**src/design/lprl_pkg.sv**
```systemverilog
`timescale 1ns / 1ps
// ----------------------------------------------------------------------------
// lprl_pkg: shared types for the longest prefix route lookup block
// Function and status codes, controller states, the stored route word and
// the command and status groups between controller and datapath.
// ----------------------------------------------------------------------------
package lprl_pkg;

  localparam int AddrW = 32;
  localparam int PortW = 6;
  localparam int FuncW = 2;
  localparam int StatW = 3;

  typedef enum logic [FuncW-1:0] {
    FUNC_LOAD   = 2'd0,
    FUNC_LOOKUP = 2'd1,
    FUNC_CLEAR  = 2'd2
  } func_t;

  typedef enum logic [StatW-1:0] {
    STAT_LOADED  = 3'd0,
    STAT_FULL    = 3'd1,
    STAT_FOUND   = 3'd2,
    STAT_NOROUTE = 3'd3,
    STAT_CLEARED = 3'd4
  } status_t;

  typedef enum logic [1:0] {
    S_IDLE,
    S_SCAN,
    S_FLUSH,
    S_POST
  } state_t;

  typedef struct packed {
    logic [AddrW-1:0] prefix;
    logic [AddrW-1:0] mask;
    logic [AddrW-1:0] gateway;
    logic [PortW-1:0] port;
  } route_t;

  // controller to datapath
  typedef struct packed {
    logic load;     // store route, or report table full
    logic clear;    // empty the table
    logic lookup;   // latch destination, reset best match and scan index
    logic issue;    // read the entry at the scan index and advance it
    logic post;     // move the finished result into the output register
  } dp_cmd_t;

  // datapath to controller
  typedef struct packed {
    logic count_zero;
    logic last_idx;
    logic out_free;
  } dp_stat_t;

endpackage

```
**src/design/lprl_ctrl.sv**
```systemverilog
`timescale 1ns / 1ps
// ----------------------------------------------------------------------------
// lprl_ctrl: sequencer for the route lookup block
// Takes one item in idle, runs the table scan for lookups and posts the
// result when the output register is free.
// ----------------------------------------------------------------------------
module lprl_ctrl (
  input  logic                     clk,
  input  logic                     rst,
  input  logic                     in_valid,
  output logic                     in_stall,
  input  logic [lprl_pkg::FuncW-1:0] func,
  input  lprl_pkg::dp_stat_t       dp_stat,
  output lprl_pkg::dp_cmd_t        dp_cmd
);

  lprl_pkg::state_t state, state_next;
  logic             accept;

  assign accept = in_valid && (state == lprl_pkg::S_IDLE);

  // state register
  always_ff @(posedge clk) begin
    if (rst) begin
      state <= lprl_pkg::S_IDLE;
    end else begin
      state <= state_next;
    end
  end

  // next state
  always_comb begin
    state_next = state;
    case (state)
      lprl_pkg::S_IDLE: begin
        if (accept) begin
          case (func)
            lprl_pkg::FUNC_LOAD,
            lprl_pkg::FUNC_CLEAR:  state_next = lprl_pkg::S_POST;
            lprl_pkg::FUNC_LOOKUP: begin
              state_next = dp_stat.count_zero ? lprl_pkg::S_POST : lprl_pkg::S_SCAN;
            end
            default: state_next = lprl_pkg::S_IDLE;
          endcase
        end
      end
      lprl_pkg::S_SCAN: begin
        if (dp_stat.last_idx) begin
          state_next = lprl_pkg::S_FLUSH;
        end
      end
      lprl_pkg::S_FLUSH: state_next = lprl_pkg::S_POST;
      lprl_pkg::S_POST: begin
        if (dp_stat.out_free) begin
          state_next = lprl_pkg::S_IDLE;
        end
      end
      default: state_next = lprl_pkg::S_IDLE;
    endcase
  end

  // outputs
  always_comb begin
    dp_cmd   = '0;
    in_stall = (state != lprl_pkg::S_IDLE);
    case (state)
      lprl_pkg::S_IDLE: begin
        if (accept) begin
          case (func)
            lprl_pkg::FUNC_LOAD:   dp_cmd.load   = 1'b1;
            lprl_pkg::FUNC_CLEAR:  dp_cmd.clear  = 1'b1;
            lprl_pkg::FUNC_LOOKUP: dp_cmd.lookup = 1'b1;
            default: ;
          endcase
        end
      end
      lprl_pkg::S_SCAN:  dp_cmd.issue = 1'b1;
      lprl_pkg::S_FLUSH: ;
      lprl_pkg::S_POST:  dp_cmd.post = dp_stat.out_free;
      default: ;
    endcase
  end

endmodule

```
**config.mk**
```make
export PLATFORM = sky130hd
export DESIGN_NAME = lprl_ctrl
export DESIGN_NICKNAME = d
export VERILOG_FILES = /design/src/design/lprl_pkg.sv /design/src/design/lprl_ctrl.sv
export SDC_FILE = /design/constraint.sdc
export NUM_CORES = 1
export LEC_CHECK = 0
export BUFFER_PORTS_ARGS = -buffer_cell sky130_fd_sc_hd__clkbuf_2
export CAP_MARGIN = 30
export CORE_AREA = 2 2 39 41
export CTS_CLUSTER_SIZE = 16
export DETAILED_ROUTE_END_ITERATION = 8
export DIE_AREA = 0 0 41 43
export GPL_TIMING_DRIVEN = 0
export SETUP_SLACK_MARGIN = 0.02
export SYNTH_ARGS = -nofsm -noshare
export SYNTH_HDL_FRONTEND = slang
export SYNTH_SLANG_ARGS = --single-unit
```
**constraint.sdc**
```tcl
create_clock -name clk -period 1.37 [get_ports clk]
set_input_delay 0.137 -clock clk [delete_from_list [all_inputs] [get_ports clk]]
set_output_delay 0.137 -clock clk [all_outputs]
set_load 0.01 [all_outputs]
```
**After elaboration in Yosys (flattened, before gate mapping)**

Cells that the tools add are included.

- Equality and inequality tests: 8
- Mux-type cells: 13
- Reductions and logical operators: 6

Operators by type and width:

| kind | number |
|---|---|
| 2-bit 2-to-1 mux | 4 |
| 2-bit one-hot mux with 4 select lines | 1 |
| 2-bit == test (second input constant) | 3 |
| 3-bit 2-to-1 mux | 2 |
| 2-bit != test (second input constant) | 3 |
| 1-bit 2-to-1 mux | 5 |
| 2-bit by 1-bit == test with 1-bit output (second input constant) | 2 |
| 2-bit logical NOT | 2 |
| 2-bit one-hot mux with 2 select lines | 1 |
| 3-bit AND reduction | 1 |
| 2-bit nonzero test | 1 |
| 2-bit OR reduction | 1 |
| 1-bit logical AND | 1 |

- Register bits: 2
- Bits of input ports: 8
- Output and inout bits: 6
- Logic and storage cells: 28

**Longest topological paths before layout**

- Word-level depth: 5
- Depth in mapped cells: 5
- Gate-level depth less buffers: 5

**Least setup slack after synthesis**

Ideal clock, no wire load.

- Path kind: reg-to-reg
- From: register state[0]
- To: register state[0]
- Setup time: 0.072 ns
- Data arrival time: 1.143 ns
- Data required time: 1.298 ns
- Path slack: 0.155 ns
- Cell stages (with the launch flop): 5
- Buffers on the path: 0
- Clock period less this slack: 1.215 ns
- Cell sequence: dfxtp_1 -> inv_1 -> ha_1 -> a311o_2 -> mux2i_1

- Word-level cells in the longest chain between the ends: 4
- Elaborated cells between the ends (all ways): 10
- Those cells by class: eq/ne: 6; mux: 1; reduce/logical: 3

RTL lines:

| element | RTL line | text |
|---|---|---|
| start: declaration | lprl_ctrl.sv:17 | `lprl_pkg::state_t state, state_next;` |
| start signal: assignment | lprl_ctrl.sv:25 | `state <= lprl_pkg::S_IDLE;` |
| start signal: assignment | lprl_ctrl.sv:27 | `state <= state_next;` |
| 2-bit logical NOT | lprl_ctrl.sv:20, lprl_ctrl.sv:34 |  |
| 1-bit logical AND | lprl_ctrl.sv:20 | `assign accept = in_valid && (state == lprl_pkg::S_IDLE);` |
| 2-bit != test (no line) | n/a |  |
| 3-bit AND reduction (no line) | n/a |  |

Parallel ways exist; a longest one is shown, timed or not.
A chain may end at the register's enable or synchronous reset.

==> results.cfg <==
[logic_synthesis]
yosysSeqAreaShare_pct = 16.8
synth_top_area_share_pct = 26.3
synth_flop_cell = dfxtp_1
yosysTopAreaCell = ha_1
synthArstFlopShare_pct = 0
synth_most_common_cell = ha_1
syn_nets = 40
synth_warnings = 0
synth-seq-cells = 2
synth_edf_count = 0
avgSynthCellArea_um2 = 8.80
synth_cell_types = 14
syn_area_um2 = 238
synth_common_cells = 5 x ha_1, 4 x inv_1, 3 x nand2b_1
synth.area.top_cells = ha_1 26%, dfxtp_1 17%, mux2i_1 8.4%
synthCells = 27

[worst_setup_path]
worstPathMaxFanout = 4
arrival_ns = 1.16
cp_slowest_stage_delay_ns = 0.35
slowest_stage = dfxtp_4
worstSetupStartpointType = register
path_delay_family = flip-flops
end_kind = output port
critical_path_class = register to output port
crit_required_ns = 1.23
critical_path.cell_chain = inv_4 > ha_4 > nand2_4 > nor3b_2 > buf_2
path_buf_inv = 2

[cells_and_area]
final_cells = 60
n_antenna_cell = 0
finalNetCount = 59
multi_input_area_um2 = 218
largest_reg_flops = 2
final_core_util_pct = 28.9
reg_top3 = state x2
final_layout_size_suffix_gt1_share_pct = 63.6
seq_area_um2 = 47.5
area_growth_pct = 68.4
n_fill_cell = 151
post-route-cell-area_um2 = 400
largest-register = state

[clock_tree]
holdBufCountCts = 0
htree_levels = 1
clock_latency_ns = 0.22
clkTransAtPathRegs_ns = 0.03
ctsLongestPathBuffers = 2
cts_tree = built
numCtsBuffers = 3
cts-root-buf = clkbuf_4
cts_sinks = 2

[placed_design]
hpwl_um = 415
place_ws_ns = 0.0414
port_buffers = 13
place_area_um2 = 323
place_congestion = 0.655
dp_cells = 56

[sta]
tns_ns = 0
worst_slack_ns = 0.0771
max_freq_mhz = 773
max_slew_margin_pct = 77.0
slew_viol_final = 0
worst_clock_skew_ns = 0.000804
min_period_over_period_pct = 94.4
setup_viol = 0
rsz0062_at_grt = true
hold_violations = 0
period_minus_slack_ns = 1.29
tightest_slew_ns = 0.344

[global_routing]
grt_overflow = 0
grt_pass1_vias = 220
grt_pass1_wl_um = 876
antenna_found_initial = 0
grt_max_degree = 6
track_usage_pct = 7.71

[floorplanning]
start_util_pct = 17.2
core_um2 = 1380
fp.dieW_um = 41
die_area_um2 = 1760
rows = 14
die_y_um = 43
io_pins = 14

[drt]
wl_per_cell_um = 8.95
vias = 246
wl_met3_um = 41
met1Wirelength_um = 249
detail-route-antenna-nets = 0
maxUsedRoutingLayer = met3
drt_iter0_markers = 1
drt_drc_violations_left = 0
dr.pass1.iters = 2
viasPerCell = 4.10
wl_um = 537
met2RoutedLength_um = 246

[run_status]
status = finished, final reports clean

[job]
maxCapViolCount = 0

[pwr]
powerDensity_nw_per_um2 = 1540
ir_worst_vdd_mv = 0.449
p_leak_nw = 0.196

[worst_hold_path]
hp-class = primary input to register
## logic make-up after synthesis
kind of cell	synth area share, %
mux	8.42
flops	16.8
compound gates	12.6
buf+inv	6.31
simple gates	29.5
fa+ha+maj	26.3
## worst register-to-register path, stage by stage, from the launching register on
cell and delay [ns]:
dfxtp_4 0.37, inv_4 0.05, ha_4 0.16, buf_4 0.14
a311o_2 0.37, mux2i_1 0.12
## per-stage QoR
stage	power, mW	hold slack (ns)
2_1_floorplan	0.306	0.318
3_5_place_dp	0.388	0.468
6_report	0.616	0.225
5_1_grt	0.691	0.225
4_1_cts	0.592	0.219
3_3_place_gp	0.386	0.463
## where the power goes
part / leakage, nW / internal (mW) / switching [mW] / total [mW]
sequential: 0.0178 / 0.0941 / 0.0355 / 0.130
combinational: 0.165 / 0.177 / 0.179 / 0.356
clock: 0.0138 / 0.0966 / 0.0338 / 0.130
total: 0.196 / 0.368 / 0.248 / 0.616
## cell usage in the layout, fill, tap and decap left out, drive strengths merged
master / synthesis / routed
buf: 0 / 3
nor3b: 2 / 2
nor3: 1 / 1
dfxtp: 2 / 2
a311o: 2 / 2
ha: 5 / 5
and2: 1 / 1
clkbuf: 0 / 14
nand2: 1 / 1
nor2: 2 / 2
nand2b: 4 / 4
inv: 4 / 4
mux2i: 2 / 2
o221ai: 1 / 1
## path summary, 6_finish.rpt
path | startpoint | cells past startpoint | slack, ns | to
setup / recovery | state[1] | 5 | 0.08 | dp_cmd[2]
hold / removal | rst | 3 | 0.23 | state[1]
setup reg to reg | state[0] | 5 | 0.09 | state[0]
hold reg to reg | state[1] | 2 | 0.52 | state[1]
## final cells by class
| cell class | count | area share (%) |
|---|---|---|
| repair buffers | 14 | 18.1 |
| multi-input cells | 21 | 54.4 |
| well taps | 16 | 5.00 |
| flip-flops and latches | 2 | 11.9 |
| clock buffers | 3 | 5.62 |
| inverters | 4 | 5.00 |
## timing repair
item | CTS | global route
setup buffers | 1 | 0
endpoints found under the setup margin | 3 | 4
pin swaps | 0 | 2
gates resized for setup | 9 | 8
## metal layers
metal,vias to the layer above,global-route usage [%]
met5,-,0
met4,0,4.00
met3,0,6.28
met2,8,9.38
met1,110,9.24
li1,128,-
Note: power is estimated with default switching activity, not from simulation.
