### src/design/lprl_pkg.sv
`timescale 1ns / 1ps
// ----------------------------------------------------------------------------
// lprl_pkg: shared types for the longest prefix route lookup block
// Function and status codes, controller states, the stored route word and
// the command and status groups between controller and datapath.
// ----------------------------------------------------------------------------
package lprl_pkg;

  localparam int AddrW = 32;
  localparam int PortW = 6;
  localparam int FuncW = 2;
  localparam int StatW = 3;

  typedef enum logic [FuncW-1:0] {
    FUNC_LOAD   = 2'd0,
    FUNC_LOOKUP = 2'd1,
    FUNC_CLEAR  = 2'd2
  } func_t;

  typedef enum logic [StatW-1:0] {
    STAT_LOADED  = 3'd0,
    STAT_FULL    = 3'd1,
    STAT_FOUND   = 3'd2,
    STAT_NOROUTE = 3'd3,
    STAT_CLEARED = 3'd4
  } status_t;

  typedef enum logic [1:0] {
    S_IDLE,
    S_SCAN,
    S_FLUSH,
    S_POST
  } state_t;

  typedef struct packed {
    logic [AddrW-1:0] prefix;
    logic [AddrW-1:0] mask;
    logic [AddrW-1:0] gateway;
    logic [PortW-1:0] port;
  } route_t;

  // controller to datapath
  typedef struct packed {
    logic load;     // store route, or report table full
    logic clear;    // empty the table
    logic lookup;   // latch destination, reset best match and scan index
    logic issue;    // read the entry at the scan index and advance it
    logic post;     // move the finished result into the output register
  } dp_cmd_t;

  // datapath to controller
  typedef struct packed {
    logic count_zero;
    logic last_idx;
    logic out_free;
  } dp_stat_t;

endpackage

### src/design/lprl_dp.sv
`timescale 1ns / 1ps
// ----------------------------------------------------------------------------
// lprl_dp: datapath for the route lookup block
// Route count, scan index, one match compare per cycle, best match
// registers and the output register.
// ----------------------------------------------------------------------------
module lprl_dp #(
  parameter int ENTRIES = 64
) (
  input  logic                          clk,
  input  logic                          rst,
  input  lprl_pkg::dp_cmd_t             dp_cmd,
  output lprl_pkg::dp_stat_t            dp_stat,
  input  logic [lprl_pkg::AddrW-1:0]    dest_addr,
  input  logic [lprl_pkg::AddrW-1:0]    route_prefix_in,
  input  logic [lprl_pkg::AddrW-1:0]    route_mask_in,
  input  logic [lprl_pkg::AddrW-1:0]    next_hop_in,
  input  logic [lprl_pkg::PortW-1:0]    port_in,
  output logic                          ram_wr_en,
  output logic [$clog2(ENTRIES)-1:0]    ram_wr_addr,
  output lprl_pkg::route_t              ram_wr_data,
  output logic                          ram_rd_en,
  output logic [$clog2(ENTRIES)-1:0]    ram_rd_addr,
  input  lprl_pkg::route_t              ram_rd_data,
  output logic                          out_valid,
  input  logic                          out_stall,
  output logic [lprl_pkg::StatW-1:0]    status,
  output logic [lprl_pkg::AddrW-1:0]    next_hop_out,
  output logic [lprl_pkg::PortW-1:0]    port_out,
  output logic [lprl_pkg::AddrW-1:0]    mask_out
);

  localparam int AW = $clog2(ENTRIES);
  localparam int CW = $clog2(ENTRIES + 1);
  localparam logic [CW-1:0] Full = CW'(ENTRIES);

  logic [CW-1:0]              count;
  logic [AW-1:0]              idx;
  logic                       full;
  logic                       rd_pending;
  logic                       found;
  logic                       op_lookup;
  lprl_pkg::status_t          res_status;
  logic [lprl_pkg::AddrW-1:0] dest;
  logic [lprl_pkg::AddrW-1:0] best_mask;
  logic [lprl_pkg::AddrW-1:0] best_hop;
  logic [lprl_pkg::PortW-1:0] best_port;
  logic                       match;
  logic                       take;

  assign full = (count == Full);

  // status to controller
  assign dp_stat.count_zero = (count == '0);
  assign dp_stat.last_idx   = (CW'(idx) == count - CW'(1));
  assign dp_stat.out_free   = !out_valid || !out_stall;

  // table write at the fill count, scan read at the index
  assign ram_wr_en   = dp_cmd.load && !full;
  assign ram_wr_addr = count[AW-1:0];
  assign ram_wr_data = '{prefix: route_prefix_in, mask: route_mask_in,
                         gateway: next_hop_in, port: port_in};
  assign ram_rd_en   = dp_cmd.issue;
  assign ram_rd_addr = idx;

  // compare the entry read last cycle; equal masks go to the later entry
  assign match = ((dest & ram_rd_data.mask) == ram_rd_data.prefix);
  assign take  = rd_pending && match && (!found || ram_rd_data.mask >= best_mask);

  // control registers
  always_ff @(posedge clk) begin
    if (rst) begin
      count      <= '0;
      rd_pending <= 1'b0;
      found      <= 1'b0;
      out_valid  <= 1'b0;
    end else begin
      rd_pending <= dp_cmd.issue;
      if (dp_cmd.clear) begin
        count <= '0;
      end else if (ram_wr_en) begin
        count <= count + CW'(1);
      end
      if (dp_cmd.lookup) begin
        found <= 1'b0;
      end else if (take) begin
        found <= 1'b1;
      end
      if (dp_cmd.post) begin
        out_valid <= 1'b1;
      end else if (!out_stall) begin
        out_valid <= 1'b0;
      end
    end
  end

  // item latch, scan index and best match
  always_ff @(posedge clk) begin
    if (dp_cmd.load) begin
      op_lookup  <= 1'b0;
      res_status <= full ? lprl_pkg::STAT_FULL : lprl_pkg::STAT_LOADED;
    end
    if (dp_cmd.clear) begin
      op_lookup  <= 1'b0;
      res_status <= lprl_pkg::STAT_CLEARED;
    end
    if (dp_cmd.lookup) begin
      op_lookup <= 1'b1;
      dest      <= dest_addr;
      idx       <= '0;
      best_mask <= '0;
      best_hop  <= '0;
      best_port <= '0;
    end
    if (dp_cmd.issue) begin
      idx <= idx + AW'(1);
    end
    if (take) begin
      best_mask <= ram_rd_data.mask;
      best_hop  <= ram_rd_data.gateway;
      best_port <= ram_rd_data.port;
    end
  end

  // output register
  always_ff @(posedge clk) begin
    if (dp_cmd.post) begin
      if (op_lookup) begin
        status       <= found ? lprl_pkg::STAT_FOUND : lprl_pkg::STAT_NOROUTE;
        next_hop_out <= best_hop;
        port_out     <= best_port;
        mask_out     <= best_mask;
      end else begin
        status       <= res_status;
        next_hop_out <= '0;
        port_out     <= '0;
        mask_out     <= '0;
      end
    end
  end

  // checks
  a_count_range: assert property (@(posedge clk) disable iff (rst) count <= Full)
    else $error("route count above table size");

  a_no_write_full: assert property (@(posedge clk) disable iff (rst)
    dp_cmd.load |-> (ram_wr_en == !full) && (ram_wr_addr == count[AW-1:0]))
    else $error("table write does not follow fill count");

  a_scan_in_range: assert property (@(posedge clk) disable iff (rst)
    dp_cmd.issue |-> CW'(idx) < count)
    else $error("scan read beyond stored routes");

  a_no_overwrite: assert property (@(posedge clk) disable iff (rst)
    dp_cmd.post |-> !(out_valid && out_stall))
    else $error("result posted over a stalled item");

  a_zero_fields: assert property (@(posedge clk) disable iff (rst)
    (out_valid && status != lprl_pkg::STAT_FOUND) |->
      (next_hop_out == '0 && port_out == '0 && mask_out == '0))
    else $error("nonzero fields without a route");

endmodule

### config.mk
export PLATFORM = sky130hd
export DESIGN_NAME = lprl_dp
export DESIGN_NICKNAME = d
export VERILOG_FILES = /design/src/design/lprl_pkg.sv /design/src/design/lprl_dp.sv
export SDC_FILE = /design/constraint.sdc
export NUM_CORES = 1
export LEC_CHECK = 0
export ABC_CLOCK_PERIOD_IN_PS = 9800
export BUFFER_PORTS_ARGS = -buffer_cell sky130_fd_sc_hd__clkbuf_2
export CAP_MARGIN = 20
export CORE_AREA = 2 2 172 174
export CTS_BUF_LIST = sky130_fd_sc_hd__clkbuf_4
export DETAILED_ROUTE_END_ITERATION = 16
export DIE_AREA = 0 0 174 176
export GPL_TIMING_DRIVEN = 1
export PLACE_DENSITY = 0.61
export SETUP_SLACK_MARGIN = 0.3
export SYNTH_ARGS = -nofsm -noshare
export SYNTH_HDL_FRONTEND = slang
export SYNTH_SLANG_ARGS = --single-unit
### constraint.sdc
create_clock -name clk -period 9.8 [get_ports clk]
set_input_delay 1.96 -clock clk [delete_from_list [all_inputs] [get_ports clk]]
set_output_delay 1.96 -clock clk [all_outputs]
set_load 0.02 [all_outputs]
Word-level counts from Yosys, hierarchy flattened
Index checks and enable logic that the tools add are counted.
- add/sub/neg operators: 3
- order comparisons: 1
- equal/unequal tests: 4
- multiplexer cells: 13
- bitwise operators: 1
- reduce and logical (&&, ||, !) cells: 15
- operators with widths (kind ; number):
    $mux W32 ; 3
    $and A32 B32 Y32 ; 1
    $eq A32 B32 Y1 ; 1
    $ge A32 B32 Y1 ; 1
    $mux W6 ; 3
    $add A7 B1 Y7 const B ; 1
    $eq A6 B7 Y1 ; 1
    $eq A7 B7 Y1 const B ; 1
    $logic_not A7 Y1 ; 1
    $sub A7 B1 Y7 const B ; 1
    $add A6 B1 Y6 const B ; 1
    $mux W1 ; 6
    $reduce_bool A2 Y1 ; 3
    $logic_not A1 Y1 ; 4
    $reduce_or A2 Y1 ; 2
    $logic_and A1 B1 Y1 ; 3
    $mux W3 ; 1
    $logic_or A1 B1 Y1 ; 2
    $ne A2 B2 Y1 const B ; 1
- register bits: 195
- bits of input ports: 244
- output and inout bits: 193
- logic and storage cells: 52

Longest topological paths before layout
- word-level depth: 5
- depth in mapped cells: 9
- gate-level depth less buffers: 8

Worst setup path before layout
Ideal clock, no wire load.
- path kind: input -> register
- start: in ram_rd_data[64] (netlist bit)
- end: reg best_hop[0] (netlist bit), enable pin
- setup time: 0.398 ns
- arrival: 4.353 ns
- setup slack: 5.049 ns
- stages on the path: 7
- cells stage by stage: ha_1 -> nand4_1 -> nor4_1 -> and3_1 -> a221oi_2 -> a2111oi_4 -> or2_2
- longest elaborated chain between the ends: 5
- RTL lines (what ; line ; RTL):
    start, declared ; lprl_dp.sv:24 ; input lprl_pkg::route_t ram_rd_data,
    branches (longest 3 deep; another with $ge A32 B32 Y1) ; -- ;
    $logic_and A1 B1 Y1 (*) ; lprl_dp.sv:68 ; assign take = rd_pending && match && (!found || ram_rd_data.mask >= best_mask);
    $reduce_bool A2 Y1 (no source line) (*) ; -- ;
    end signal, assigned ; lprl_dp.sv:120 ; best_hop <= ram_rd_data.gateway;
    end, declared ; lprl_dp.sv:46 ; logic [lprl_pkg::AddrW-1:0] best_hop;
Every way passes the cells marked *.
A chain may end at the register's enable or synchronous reset.

Final worst setup path
- start: in dp_cmd[4] (netlist bit)
- end: out ram_wr_en
- longest elaborated chain between the ends: 1
- RTL lines (what ; line ; RTL):
    start, declared ; lprl_dp.sv:12 ; input lprl_pkg::dp_cmd_t dp_cmd,
    $logic_and A1 B1 Y1 ; lprl_dp.sv:59 ; assign ram_wr_en = dp_cmd.load && !full;
    end, declared ; lprl_dp.sv:19 ; output logic ram_wr_en,
Every way passes these cells.

==> metrics.md <==
| Metric | Value |
|---|---|
| Post-synth top area share | `58.0%` |
| RR Endpoint | `best_mask[0]$_SDFFCE_PN0P_` |
| DRT Pass-1 Iters | `4` |
| Reg-to-reg startpoint | `best_mask[27]$_SDFFCE_PN0P_` |
| Unique masters post-synth | `42` |
| Crit Path Max Fanout | `6` |
| Worst Hold End | `res_status[2]$_SDFFE_PP1P_` |
| Ports | `437` |
| # port buffers | `232` |
| Synth Area in XOR/XNOR | `3.93%` |
| WL met2 | `10,400 um` |
| Fin crit period | `4.86 ns` |
| TritonCTS Sinks | `194` |
| CTS tree | `done` |
| Hold depth | `1` |
| Routed wire per std cell | `18.3 um` |
| # setup viols final | `0` |
| Post-synthesis compound-gate area fraction | `3.49%` |
| Synth warn | `0` |
| Global route overflow | `0` |
| H-Tree Level Count | `4` |
| Fin area | `10,400 um^2` |
| Antenna violations before repair | `0` |
| Core Rows | `62` |
| Fin nets | `1,144` |
| R2R cell count | `8` |
| Vias per cell | `4.38` |
| Post-DP HPWL | `16,900 um` |
| Die area | `30,600 um^2` |
| Wl on met1 | `10,400 um` |
| Crit Path Class | `input pin to primary output` |
| RSZ-0062 raised after global routing | `false` |
| Cts hold-fix bufs | `0` |
| Clock latency on the worst-skew pair | `0.60 ns` |
| Cell area after synthesis | `9360 um^2` |
| Normalized max-slew margin | `30.0%` |
| Leak | `4.36 nW` |
| Seq/Total Area, Yosys | `60.8%` |
| Worst Hold Class | `flop to flop` |
| Worst Skew | `0.0346 ns` |
| Least-Margin Pin Slew | `1.05 ns` |
| Hold Path Origin | `res_status[2]$_SDFFE_PP1P_` |
| FF+latch count, synth | `194` |
| Die height | `176 um` |
| Largest net degree at the start of global routing | `75` |
| CTS Buffer Depth | `2` |
| Most frequent cells in the layout | `clkbuf_2 (231), edfxtp_1 (181), and2_1 (96)` |
| Pre-CTS WS | `4.72 ns` |
| Largest family of logic cells by synthesized area | `simple AND/OR/NAND/NOR gates` |
| Avg Inst Size Synth | `12.7 um^2` |
| Async SR Flop Fraction | `0%` |
| Worst Path Required | `7.84 ns` |
| Num CTS Buffers | `17` |
| Setup TNS | `0 ns` |
| Metal3 WL | `2080 um` |
| Share of cells above drive strength 1 | `36.7%` |
| Placer Congestion | `0.794` |
| Drt total wl | `23,100 um` |
| Outcome | `completed` |
| Final Hold Fails | `0` |
| Post-route clock period utilization | `49.6%` |
| Die width | `174 um` |
| Max Cap Viol | `0` |
| Post-Synth Simple-Gate Area | `15.6%` |
| Post-Synth Adder-Cell Area | `4.81%` |
| Crit path DAT | `2.90 ns` |
| Reg clk slew, reported paths | `0.17 ns` |
| Mux cell area share after synthesis | `0.107%` |
| Fmax | `0.206 GHz` |
| Critical Path End Type | `primary output` |
| Vias post-DR | `5,521` |
| PnR worst setup slack | `4.94 ns` |
| Syn-to-layout area delta | `11.4%` |
| Commonest non-fill, non-tap cell in the layout | `clkbuf_2` |
| Top Metal Used | `met4` |
| EDFF count, synth | `181` |
| Register-to-Register Setup Slack | `6.53 ns` |
| Syn Nets | `1,019` |
| ANT nets after route | `0` |
| Leading post-synthesis cells by cell area | `edfxtp_1 (58%), buf_4 (8.7%), and2_1 (6.4%)` |
| Core footprint | `28,500 um^2` |
| Clk root buf | `clkbuf_4` |
| Number of remaining DRC errors | `0` |
| Postcts setup bufs | `0` |
| Antenna cells | `0` |
| Initial Utilization | `32.8%` |
| Post-layout util | `36.5%` |
| Iteration-0 DRC Markers | `322` |
| Primary FF master, synth | `edfxtp_1` |
| Leading area contributor after synthesis | `edfxtp_1` |
| Resize count post-CTS | `0` |
| Mapped Cells | `739` |
| Max VDD drop | `0.0000571 V` |
| Pwr dens | `154 nW/um^2` |
| Crit path launch type | `input pin` |
| Number of global-route vias before repair | `5,489` |
| Total track usage | `15.2%` |
| First-pass GRT wire length | `33,800 um` |
| Fin. max-slew vios | `0` |
| Placed instance area | `10,100 um^2` |
[sequential cells by signal (all words and copies together), names as in the netlist]
signal        flops
best_hop         32
best_mask        32
best_port         6
count             7
dest             32
found             1
mask_out         32
next_hop_out     32
op_lookup         1
out_valid         1
port_out          6
ram_rd_addr       6
rd_pending        1
res_status        2
status            3
[where the power goes]
part | total, mW | leakage, nW | internal (mW) | switching [mW]
registers | 0.968 | 1.96 | 0.948 | 0.0198
logic | 0.179 | 2.24 | 0.0700 | 0.109
clock network | 0.461 | 0.165 | 0.144 | 0.317
total | 1.61 | 4.36 | 1.16 | 0.445
[cell families after synthesis]
kind of cell / after synthesis
adder cells (fa/ha/maj): 36
multiplexers: 1
AND/OR/NAND/NOR: 252
buffers and inverters: 168
AO/OA/AOI/OAI: 46
XOR/XNOR: 42
flip-flops: 194
[how the worst max path moves through the flow]
stage / from / end / slack, ns / cells past startpoint
2_1_floorplan: ram_rd_data[64] / best_hop[0]$_SDFFCE_PN0P_ / 5.05 / 7
6_report: dp_cmd[4] / ram_wr_en / 4.94 / 4
5_1_grt: dp_cmd[4] / ram_wr_en / 4.81 / 4
4_1_cts: dp_cmd[4] / ram_wr_en / 4.95 / 4
3_3_place_gp: ram_rd_data[38] / best_hop[0]$_SDFFCE_PN0P_ / 4.80 / 9
3_5_place_dp: ram_rd_data[64] / best_hop[0]$_SDFFCE_PN0P_ / 4.72 / 8
[synthesized netlist by cell type (all sizes together), types with 2 or more instances]
cell type  number
ha             36
nor2           19
a221o           2
and3            2
nand4           9
a21o            4
nand3           7
o22ai           2
xor2            6
a2111oi         2
o21ai           7
nor2b           4
edfxtp        181
or3             3
or2             3
o21a            2
dfxtp          13
nor4            8
buf           109
nor3            3
nand2          47
a21oi          15
inv            39
a211oi          4
and2          144
xnor2          36
clkbuf         20
[per-layer routing]
| metal | GRT usage (%) | vias to the layer above |
|---|---|---|
| li1 | - | 2668 |
| met1 | 20.2 | 2573 |
| met2 | 23.6 | 265 |
| met3 | 5.99 | 15 |
| met4 | 3.33 | 0 |
| met5 | 0 | - |
[metrics by stage]
| step | cells | hold slack [ns] | total power, mW |
|---|---|---|---|
| floorplan | 739 | 0.406 | 1.13 |
| global placement | 1229 | 0.430 | 1.17 |
| detailed placement | 1229 | 0.439 | 1.17 |
| CTS | 1261 | 0.479 | 1.63 |
| global route | 1261 | 0.529 | 1.68 |
| finish | 1261 | 0.479 | 1.61 |
[area by class of cell]
cell class	instances	area [um^2]
Inverter	39	146
Sequential cell	194	5700
Clock inverter	14	165
Timing Repair Buffer	235	1190
Multi-Input combinational cell	377	2620
Fill cell	2894	18100
Clock buffer	18	135
Tap cell	384	480
[worst max-delay path: stages]
cell	delay [ns]
clkbuf_2	0.11
inv_1	0.08
a41oi_1	0.48
clkbuf_2	0.28
Power figures use the tool's default switching activity.
